`src/hdl/ostl_pkg.sv`:
```
`timescale 1ns / 1ps

package ostl_pkg;

  // Default sizes for the timer table.
  localparam int unsigned CAPACITY_DEF  = 16;
  localparam int unsigned TICK_BITS_DEF = 32;

  // Fixed field widths on the stream ports.
  localparam int unsigned HANDLE_W   = 8;
  localparam int unsigned WAIT_IN_W  = 32;
  localparam int unsigned S_TDATA_W  = 40;
  localparam int unsigned M_TDATA_W  = 8;
  localparam int unsigned KIND_W     = 2;

  // Request codes on the input tuser.
  localparam logic REQ_ARM  = 1'b0;
  localparam logic REQ_TICK = 1'b1;

  // Result codes on the output tuser.
  localparam logic [KIND_W-1:0] KIND_ACCEPT  = 2'd0;
  localparam logic [KIND_W-1:0] KIND_FULL    = 2'd1;
  localparam logic [KIND_W-1:0] KIND_EXPIRED = 2'd2;

endpackage

```
`src/hdl/ordered_software_timer_list_top.sv`:
```
`timescale 1ns / 1ps

// Channel   Dir  tdata (low bit up)                   tuser             tlast
// s_axis    in   timer_handle[7:0], wait_ticks[39:8]  req_type          -
// m_axis    out  expired_handle[7:0]                  result_kind[1:0]  last_of_run
//
// An arm word is taken only in idle; its result word is valid in the next cycle.
// A tick word scans a non-empty table in ST_SCAN, then ST_FLUSH, taking no input.
// Unless stalled, the scan reads one entry per cycle from the slot memory (one read
// and one write port) and checks it with one shared adder and comparator.
// After reset the table is empty and the tick count is zero; no clearing pass is run.
// An expired entry stalls the scan while the pending one waits on a held output word.

module ordered_software_timer_list_top #(
  parameter int unsigned CAPACITY  = ostl_pkg::CAPACITY_DEF,
  parameter int unsigned TICK_BITS = ostl_pkg::TICK_BITS_DEF
) (
  input  logic                           clk_i,
  input  logic                           rst_ni,
  input  logic                           s_axis_tvalid,
  output logic                           s_axis_tready,
  // timer_handle[7:0], wait_ticks[39:8]
  input  logic [ostl_pkg::S_TDATA_W-1:0] s_axis_tdata,
  // req_type
  input  logic                           s_axis_tuser,
  output logic                           m_axis_tvalid,
  input  logic                           m_axis_tready,
  // expired_handle[7:0]
  output logic [ostl_pkg::M_TDATA_W-1:0] m_axis_tdata,
  // result_kind[1:0]
  output logic [ostl_pkg::KIND_W-1:0]    m_axis_tuser,
  output logic                           m_axis_tlast
);
  import ostl_pkg::*;

  localparam int unsigned CNT_W = $clog2(CAPACITY + 1);
  localparam int unsigned IDX_W = (CAPACITY > 1) ? $clog2(CAPACITY) : 1;

  typedef enum logic [1:0] {
    ST_IDLE,
    ST_SCAN,
    ST_FLUSH
  } state_e;

  typedef struct packed {
    logic [HANDLE_W-1:0]  handle;
    logic [TICK_BITS-1:0] wait_cnt;
    logic [TICK_BITS-1:0] start_tick;
  } slot_t;

  state_e               state_q;
  logic [TICK_BITS-1:0] tick_q;
  logic [CNT_W-1:0]     count_q;
  logic [CNT_W-1:0]     rd_q;
  logic [CNT_W-1:0]     wr_q;
  logic [CAPACITY-1:0]  started_q;
  logic                 pend_valid_q;
  logic [HANDLE_W-1:0]  pend_handle_q;
  logic                 out_valid_q;
  logic [KIND_W-1:0]    out_kind_q;
  logic [HANDLE_W-1:0]  out_handle_q;
  logic                 out_last_q;

  slot_t                mem [CAPACITY];
  slot_t                rd_word_q;

  logic                 s_acc;
  logic                 out_free;
  logic                 full;
  logic [HANDLE_W-1:0]  in_handle;
  logic [TICK_BITS-1:0] in_wait;
  logic [CNT_W-1:0]     rd_next;
  logic [TICK_BITS-1:0] start_eff;
  logic [TICK_BITS-1:0] due_tick;
  logic                 expire;
  logic                 advance;
  logic                 mem_we;
  logic [IDX_W-1:0]     mem_waddr;
  slot_t                mem_wdata;
  logic                 mem_re;
  logic [IDX_W-1:0]     mem_raddr;

  // Handshake and input unpacking.
  assign out_free      = !out_valid_q || m_axis_tready;
  assign s_axis_tready = (state_q == ST_IDLE) && out_free;
  assign s_acc         = s_axis_tvalid && s_axis_tready;
  assign in_handle     = s_axis_tdata[HANDLE_W-1:0];
  assign in_wait       = TICK_BITS'(s_axis_tdata[HANDLE_W +: WAIT_IN_W]);
  assign full          = (count_q >= CNT_W'(CAPACITY));

  // Shared adder and comparator that judge the entry held in the read register.
  assign rd_next   = rd_q + CNT_W'(1);
  assign start_eff = started_q[rd_q[IDX_W-1:0]] ? rd_word_q.start_tick : tick_q;
  assign due_tick  = start_eff + rd_word_q.wait_cnt;
  assign expire    = (due_tick <= tick_q);
  assign advance   = (state_q == ST_SCAN) && !(expire && pend_valid_q && !out_free);

  // Slot memory ports: arms append at the tail, survivors compact toward the head.
  always_comb begin
    mem_we    = 1'b0;
    mem_waddr = count_q[IDX_W-1:0];
    mem_wdata = '{handle: in_handle, wait_cnt: in_wait, start_tick: '0};
    if (state_q == ST_IDLE) begin
      mem_we = s_acc && (s_axis_tuser == REQ_ARM) && !full;
    end else if (advance && !expire) begin
      mem_we    = 1'b1;
      mem_waddr = wr_q[IDX_W-1:0];
      mem_wdata = '{handle: rd_word_q.handle, wait_cnt: rd_word_q.wait_cnt,
                    start_tick: start_eff};
    end
  end

  assign mem_re    = (s_acc && (s_axis_tuser == REQ_TICK)) || advance;
  assign mem_raddr = (state_q == ST_IDLE) ? '0 : rd_next[IDX_W-1:0];

  always_ff @(posedge clk_i) begin
    if (mem_we) begin
      mem[mem_waddr] <= mem_wdata;
    end
    if (mem_re) begin
      rd_word_q <= mem[mem_raddr];
    end
  end

  // Sequencer, table bookkeeping and output register.
  always_ff @(posedge clk_i or negedge rst_ni) begin
    if (!rst_ni) begin
      state_q       <= ST_IDLE;
      tick_q        <= '0;
      count_q       <= '0;
      rd_q          <= '0;
      wr_q          <= '0;
      started_q     <= '0;
      pend_valid_q  <= 1'b0;
      pend_handle_q <= '0;
      out_valid_q   <= 1'b0;
      out_kind_q    <= KIND_ACCEPT;
      out_handle_q  <= '0;
      out_last_q    <= 1'b0;
    end else begin
      if (out_valid_q && m_axis_tready) begin
        out_valid_q <= 1'b0;
      end
      unique case (state_q)
        ST_IDLE: begin
          if (s_acc) begin
            if (s_axis_tuser == REQ_ARM) begin
              out_valid_q  <= 1'b1;
              out_kind_q   <= full ? KIND_FULL : KIND_ACCEPT;
              out_handle_q <= in_handle;
              out_last_q   <= 1'b1;
              if (!full) begin
                started_q[count_q[IDX_W-1:0]] <= 1'b0;
                count_q                       <= count_q + CNT_W'(1);
              end
            end else begin
              tick_q <= tick_q + TICK_BITS'(1);
              rd_q   <= '0;
              wr_q   <= '0;
              if (count_q != '0) begin
                state_q <= ST_SCAN;
              end
            end
          end
        end
        ST_SCAN: begin
          if (advance) begin
            if (expire) begin
              // The previous expired handle is now known not to be the last one.
              if (pend_valid_q) begin
                out_valid_q  <= 1'b1;
                out_kind_q   <= KIND_EXPIRED;
                out_handle_q <= pend_handle_q;
                out_last_q   <= 1'b0;
              end
              pend_valid_q  <= 1'b1;
              pend_handle_q <= rd_word_q.handle;
            end else begin
              started_q[wr_q[IDX_W-1:0]] <= 1'b1;
              wr_q                       <= wr_q + CNT_W'(1);
            end
            rd_q <= rd_next;
            if (rd_next == count_q) begin
              count_q <= expire ? wr_q : wr_q + CNT_W'(1);
              state_q <= ST_FLUSH;
            end
          end
        end
        ST_FLUSH: begin
          if (!pend_valid_q) begin
            state_q <= ST_IDLE;
          end else if (out_free) begin
            out_valid_q  <= 1'b1;
            out_kind_q   <= KIND_EXPIRED;
            out_handle_q <= pend_handle_q;
            out_last_q   <= 1'b1;
            pend_valid_q <= 1'b0;
            state_q      <= ST_IDLE;
          end
        end
        default: begin
          state_q <= ST_IDLE;
        end
      endcase
    end
  end

  assign m_axis_tvalid = out_valid_q;
  assign m_axis_tdata  = out_handle_q;
  assign m_axis_tuser  = out_kind_q;
  assign m_axis_tlast  = out_last_q;

endmodule

```
`config.mk`:
```
export PLATFORM = sky130hd
export DESIGN_NAME = ordered_software_timer_list_top
export DESIGN_NICKNAME = d
export VERILOG_FILES = /design/src/hdl/ostl_pkg.sv /design/src/hdl/ordered_software_timer_list_top.sv
export SDC_FILE = /design/constraint.sdc
export NUM_CORES = 2
export LEC_CHECK = 0
export BUFFER_PORTS_ARGS = -buffer_cell sky130_fd_sc_hd__buf_2
export CORE_ASPECT_RATIO = 0.8
export CORE_MARGIN = 3
export CORE_UTILIZATION = 40
export DETAILED_ROUTE_END_ITERATION = 6
export GPL_TIMING_DRIVEN = 0
export PLACE_DENSITY = 0.65
export SYNTH_ARGS = -nofsm -noshare
export SYNTH_HDL_FRONTEND = slang
export SYNTH_SLANG_ARGS = --single-unit
```
`constraint.sdc`:
```
create_clock -name clk_i -period 15.7 [get_ports clk_i]
set_input_delay 1.57 -clock clk_i [delete_from_list [all_inputs] [get_ports clk_i]]
set_output_delay 1.57 -clock clk_i [all_outputs]
set_load 0.02 [all_outputs]
```
# ---- Word-level counts from Yosys, hierarchy flattened
# Memory sizes are Yosys's and may differ from the RTL's. A register that Yosys moved wholly into a read port is not among the register bits.
# Cells that the tools add are included.
dict set report word_totals {
  ff_bits 86
  latch_bits 0
  ram_bits 1152
  rom_bits 0
  in_bits 45
  output_inout_bits 13
  wordCells 159
  n_memories 1
}
dict set report op_classes {
  n_addsub 5
  n_mul 0
  n_div 0
  order_cmp 7
  n_eq_ne 16
  n_shift 0
  mux 82
  n_bitwise 4
  n_reduce_logical 32
}
# memory words width read_ports rd_ports_with_merged_regs wr line_no
set memory_table {}
lappend memory_table {mem 16 72 1 1 1 ordered_software_timer_list_top.sv:64} ;# slot_t mem [CAPACITY];
# cell n
set op_table {}
lappend op_table {{two-way mux 72 bit} 2}
lappend op_table {{two-way mux 16 bit} 5}
lappend op_table {{two-way mux 8 bit} 7}
lappend op_table {{two-way mux 5 bit} 10}
lappend op_table {{adder 32 x 1 -> 32 bit (second input constant)} 1}
lappend op_table {{adder 32 bit} 1}
lappend op_table {{<= comparator 32 bit} 1}
lappend op_table {{two-way mux 32 bit} 1}
lappend op_table {{case mux 16 bit (2 select lines)} 1}
lappend op_table {{case mux 5 bit (2 select lines)} 3}
lappend op_table {{two-way mux 2 bit} 14}
lappend op_table {{two-way mux 1 bit} 27}
lappend op_table {{case mux 8 bit (3 select lines)} 1}
lappend op_table {{inequality test 2 bit (second input constant)} 10}
lappend op_table {{AND reduction 6 bit} 3}
lappend op_table {{AND 16 bit} 1}
lappend op_table {{NOT 16 bit} 1}
lappend op_table {{bitwise OR 16 bit} 1}
lappend op_table {{adder 5 x 1 -> 5 bit (second input constant)} 3}
lappend op_table {{< comparator 4 x 5 -> 1 bit (second input constant)} 3}
lappend op_table {{logical AND 1 bit} 12}
lappend op_table {{two-way mux 4 bit} 3}
lappend op_table {{case mux 2 bit (3 select lines)} 2}
lappend op_table {{AND reduction 3 bit} 3}
lappend op_table {{other kinds (20)} 30}

# ---- Logic depth before layout (Yosys ltp)
dict set report logic_depth {
  depth_word 14
  ltp_mapped 28
  mapped_depth_nobuf 22
}

# ---- Worst setup path before layout
# Ideal clock, no wire load.
dict set report synth_timing {
  path_type {reg2reg}
  from {register rd_q[0]}
  to {memory mem[1][0] in the netlist's numbering (enable)}
  setup_time_ns 0.602
  arrival_time_ns 10.303
  required_time_ns 15.098
  path_slack_ns 4.795
  stages_incl_launch_ff 25
  n_path_buf 4
  synth_period_minus_slack_ns 10.905
  path_cell_list {dfrtp_1 -> buf_4 -> mux4_2 -> mux4_2 -> buf_2 -> buf_2 -> o21ai_1 -> ha_1 -> a211oi_1 -> nor2_1 -> o311ai_0 -> nand4b_1 -> nand4_1 -> a31o_2 -> a21oi_1 -> xnor2_1 -> ha_1 -> and4_1 -> nand2_1 -> o31ai_1 -> o21ai_1 -> nor3_1 -> buf_2 -> nand3_1 -> o21ai_0}
}
dict set report synth_via {
  elab_chain_cells 14
  word_cells_on_any_way 17
  classes_between {add/sub: 1; order compare: 1; mux: 9; reduce/logical: 6}
}
# item line_no
set synth_lines {}
lappend synth_lines {{from (decl)} ordered_software_timer_list_top.sv:54} ;# logic [CNT_W-1:0] rd_q;
lappend synth_lines {{from (signal assigned)} ordered_software_timer_list_top.sv:182} ;# rd_q <= rd_next;
lappend synth_lines {{binary-select mux 1 bit (select 4 bit) *} ordered_software_timer_list_top.sv:93} ;# assign start_eff = started_q[rd_q[IDX_W-1:0]] ? rd_word_q.start_tick : tick_q;
lappend synth_lines {{two-way mux 1 bit (not written as such) *} ordered_software_timer_list_top.sv:93}
lappend synth_lines {{two-way mux 32 bit *} ordered_software_timer_list_top.sv:93}
lappend synth_lines {{adder 32 bit *} ordered_software_timer_list_top.sv:94} ;# assign due_tick = start_eff + rd_word_q.wait_cnt;
lappend synth_lines {{<= comparator 32 bit *} ordered_software_timer_list_top.sv:95} ;# assign expire = (due_tick <= tick_q);
lappend synth_lines {{logical AND 1 bit (2 in series)} ordered_software_timer_list_top.sv:96} ;# assign advance = (state_q == ST_SCAN) && !(expire && pend_valid_q && !out_free);
lappend synth_lines {{zero test 1 bit} ordered_software_timer_list_top.sv:96}
lappend synth_lines {{logical AND 1 bit} ordered_software_timer_list_top.sv:96}
lappend synth_lines {{logical AND 1 bit *} ordered_software_timer_list_top.sv:105} ;# end else if (advance && !expire) begin
lappend synth_lines {{two-way mux 1 bit} ordered_software_timer_list_top.sv:105}
lappend synth_lines {{two-way mux 1 bit} ordered_software_timer_list_top.sv:103} ;# if (state_q == ST_IDLE) begin
lappend synth_lines {{two-way mux 1 bit} ordered_software_timer_list_top.sv:117} ;# if (mem_we) begin
lappend synth_lines {{two-way mux 1 bit (not written as such)} ordered_software_timer_list_top.sv:118} ;# mem[mem_waddr] <= mem_wdata;
lappend synth_lines {{to (decl)} ordered_software_timer_list_top.sv:64}
# Mark *: on every way between the ends. The rest lies on a longest branch, timed or not. The select of a mux whose other input is x is not followed.

# ---- Final worst setup path
dict set report layout_timing {
  from {register rd_q[0]}
  to {memory mem[14][32] in the netlist's numbering (enable)}
}
# Same word-level chain as after synthesis.

==> results.py <==
metrics = {
    "detailed_routing": {
        "top_layer_used": "met4",
        "wl_met3_um": 11940,
        "via_per_inst": 5.670,
        "wl_per_cell_um": 25.10,
        "wirelength_met1_um": 64490,
        "drt_iter0_markers": 3733,
        "drc": 0,
        "postRouteAntennaNets": 0,
        "met2_length_um": 66790,
        "via_count": 33160,
        "first_pass_iters": 5,
        "drt-total-wl_um": 146800,
    },
    "critical_path": {
        "start_kind": "flip-flop",
        "endpoint_kind": "flip-flop",
        "r2r_cells": 26,
        "worstPathRequired_ns": 16.14,
        "path_class": "reg -> reg",
        "cp.arrival_ns": 10.21,
        "cp_max_fo": 20,
    },
    "clock_network": {
        "cts_hold_buf": 0,
        "post_cts_buffers": 0,
        "clk_root_buffer_cell": "clkbuf_16",
        "cts_made_buffers": 130,
        "cts_tree": "done",
        "cts_buffer_depth": 3,
        "insertion_delay_ns": 0.75,
        "cts.clk_slew.worst_paths_ns": 0.06,
        "clock_sinks": 1310,
        "htreeDepth": 4,
        "cts_resized": 0,
    },
    "die": {
        "die_area_um2": 142200,
        "rows": 121,
        "design.core.area_um2": 136400,
        "die_h_um": 337.9,
        "die_x_um": 420.9,
        "io_pins": 58,
        "start_util": 0.4038,
    },
    "yosys": {
        "async_reset_ff_frac": 0.06565,
        "synth_cells": 3661,
        "avgSynthCellArea_um2": 15.05,
        "syn_area_um2": 55080,
        "ys_ff_latch": 1310,
        "synth-edff-count": 1224,
        "ys.warnings.count": 0,
        "syn-num-nets": 3784,
        "synth_cell_type_count": 64,
        "synth-seq-area-share": 0.7064,
        "synth_ff_type": "edfxtp_1",
    },
    "timing": {
        "rsz0062_at_grt": "false",
        "final-hold-violation-count": 0,
        "final.min_clock_period_ns": 9.772,
        "timing.final.ws_setup_ns": 5.928,
        "max_slew_margin": 0.06498,
        "drv_slew": 0,
        "clock.fmax_mhz": 102.3,
        "setup_viol": 0,
        "post-route-period-util": 0.6224,
        "hold_slack_ns": 0.4710,
        "worst_slew_pin_slew_ns": 1.397,
        "skew_ns": 0.02916,
    },
    "worst_hold_path": {
        "hold_depth": 1,
        "hp-class": "reg -> reg",
    },
    "outcome": {
        "status": "completed",
    },
    "pwr": {
        "powerDensity_nw_per_um2": 187.7,
        "leakagePower_nw": 21.87,
        "vdd.ir_drop.worst_mv": 0.1373,
    },
    "finish": {
        "syn_to_final_growth_pct": 14.62,
        "nFillCells": 11700,
        "drive_above_1_share": 0.1218,
        "nets": 4031,
        "stdcell_area_um2": 63130,
    },
    "global_routing": {
        "grt_first_pass_wirelength_um": 215100,
        "grt_pass1_vias": 31960,
        "antenna_found_initial": 3,
        "grt_start_max_net_pins": 46,
        "overflow": 0,
        "gr-usage-all-layers": 0.2062,
    },
    "place": {
        "gp_congestion": 0.8935,
        "place_ws_ns": 6.093,
        "hpwl_um": 99420,
        "place_area_um2": 59140,
        "port_buffers": 57,
    },
    "flow_run": {
        "max_cap_viol_count": 0,
    },
}
-- metal layers --
layer | track usage | vias to the layer above
met4 | 0.06423 | 0
met3 | 0.03936 | 204
li1 | - | 14630
met5 | 0 | -
met1 | 0.2958 | 16920
met2 | 0.3188 | 1404
-- cells in the final DEF, fill, tap and decap left out, types with 81 or more instances in the layout --
| cell | count |
|---|---|
| clkbuf_1 | 167 |
| mux4_2 | 81 |
| a211oi_1 | 224 |
| edfxtp_1 | 1224 |
| a31oi_1 | 86 |
| a21oi_1 | 136 |
| nor2b_1 | 146 |
| dfrtp_1 | 86 |
| clkbuf_16 | 133 |
| mux2i_1 | 295 |
| buf_2 | 110 |
| nand2_1 | 509 |
-- flip-flops by register name (all words and copies together), names as in the netlist --
signal	cells
rd_word_q	72
m_axis_tdata	8
m_axis_tvalid	1
mem	1152
state_q	2
tick_q	32
rd_q	5
count_q	5
pend_valid_q	1
pend_handle_q	8
wr_q	5
m_axis_tlast	1
started_q	16
m_axis_tuser	2
-- path summary, 6_finish.rpt --
path	start	endpoint	slack (ns)
hold reg to reg	tick_q[23]	tick_q[23]	0.47
max in group asynchronous	rst_ni	pend_handle_q[6]	14.21
hold / removal	tick_q[23]	tick_q[23]	0.47
setup reg to reg	rd_q[0]	mem[14][32]	5.93
min in group asynchronous	rst_ni	m_axis_tdata[6]	0.83
setup / recovery	rd_q[0]	mem[14][32]	5.93
-- report_power, final --
| group | leakage (nW) | internal, mW | switching [mW] | total, mW |
|---|---|---|---|---|
| logic | 7.13 | 1.55 | 2.88 | 4.43 |
| clock network | 1.94 | 1.68 | 1.29 | 2.98 |
| registers | 12.8 | 4.25 | 0.197 | 4.45 |
-- per-stage QoR --
stage | power, mW | setup TNS [ns] | utilization | cells
2_1_floorplan | 7.353 | 0 | - | 3661
3_3_place_gp | 8.825 | -3006.51 | 0.4228 | 5563
3_5_place_dp | 8.894 | 0 | 0.4336 | 5621
4_1_cts | 11.86 | 0 | 0.4627 | 5843
5_1_grt | 12.42 | 0 | 0.4627 | 5844
6_report | 11.85 | 0 | 0.4628 | 5849
-- logic make-up (layout without fill, tap and decap cells) --
| kind of cell | count (synthesis) | after routing | synth area share |
|---|---|---|---|
| multiplexers | 388 | 388 | 0.08918 |
| XOR/XNOR | 67 | 67 | 0.01065 |
| other | 0 | 6 | 0 |
| adder cells (fa/ha/maj) | 78 | 78 | 0.01785 |
| AND/OR/NAND/NOR | 874 | 874 | 0.07342 |
| flip-flops | 1310 | 1310 | 0.7064 |
| AO/OA/AOI/OAI | 677 | 677 | 0.08200 |
| buffers and inverters | 267 | 604 | 0.02051 |
-- area by class of cell --
class | instances | area (um^2) | area share
flip-flops and latches | 1310 | 38910 | 0.6163
multi-input cells | 2084 | 15230 | 0.2413
clock buffers | 161 | 3433 | 0.05438
well taps | 1845 | 2308 | 0.03657
repair buffers | 115 | 1564 | 0.02477
plain buffers | 214 | 933.4 | 0.01478
clock inverters | 61 | 539.3 | 0.008542
inverters | 53 | 198.9 | 0.003151
diodes | 6 | 15.01 | 0.0002378
-- Yosys cell counts, drive strengths merged (17+ instances only) --
library cell	instances	area share
a311oi	71	0.011
buf	73	0.0073
a211oi	225	0.031
dfrtp	86	0.039
edfxtp	1224	0.67
nor3	22	0.0026
nand2	510	0.035
xor2	17	0.0027
nor2	64	0.0044
a31oi	86	0.0098
inv	53	0.0036
nand3	42	0.0040
clkbuf	141	0.0096
a21oi	141	0.013
mux4	81	0.033
mux2i	295	0.054
and2	38	0.0043
xnor2	50	0.0080
o21ai	93	0.0085
ha	77	0.017
nor2b	146	0.017
-- worst max-delay path, stage by stage (launching register included) --
cell and delay [ns]:
dfrtp_1 0.39, buf_4 0.19, mux4_2 0.53, mux4_2 0.47, buf_2 0.27, buf_2 0.28, o21ai_1 0.26, ha_1 0.30
a211oi_1 0.21, nor2_1 0.11, o311ai_0 0.75, nand4b_1 0.33, nand4_1 0.27, a31o_2 0.24, a21oi_1 0.10, xnor2_1 0.14
ha_1 0.31, and4_1 0.27, nand2_1 0.07, o31ai_1 0.80, o21ai_1 0.32, nor3_1 0.52, buf_2 0.45, nand3_1 0.41
o21ai_4 0.85, buf_12 0.30, buf_12 0.23
Note: power is estimated with default switching activity, not from simulation.
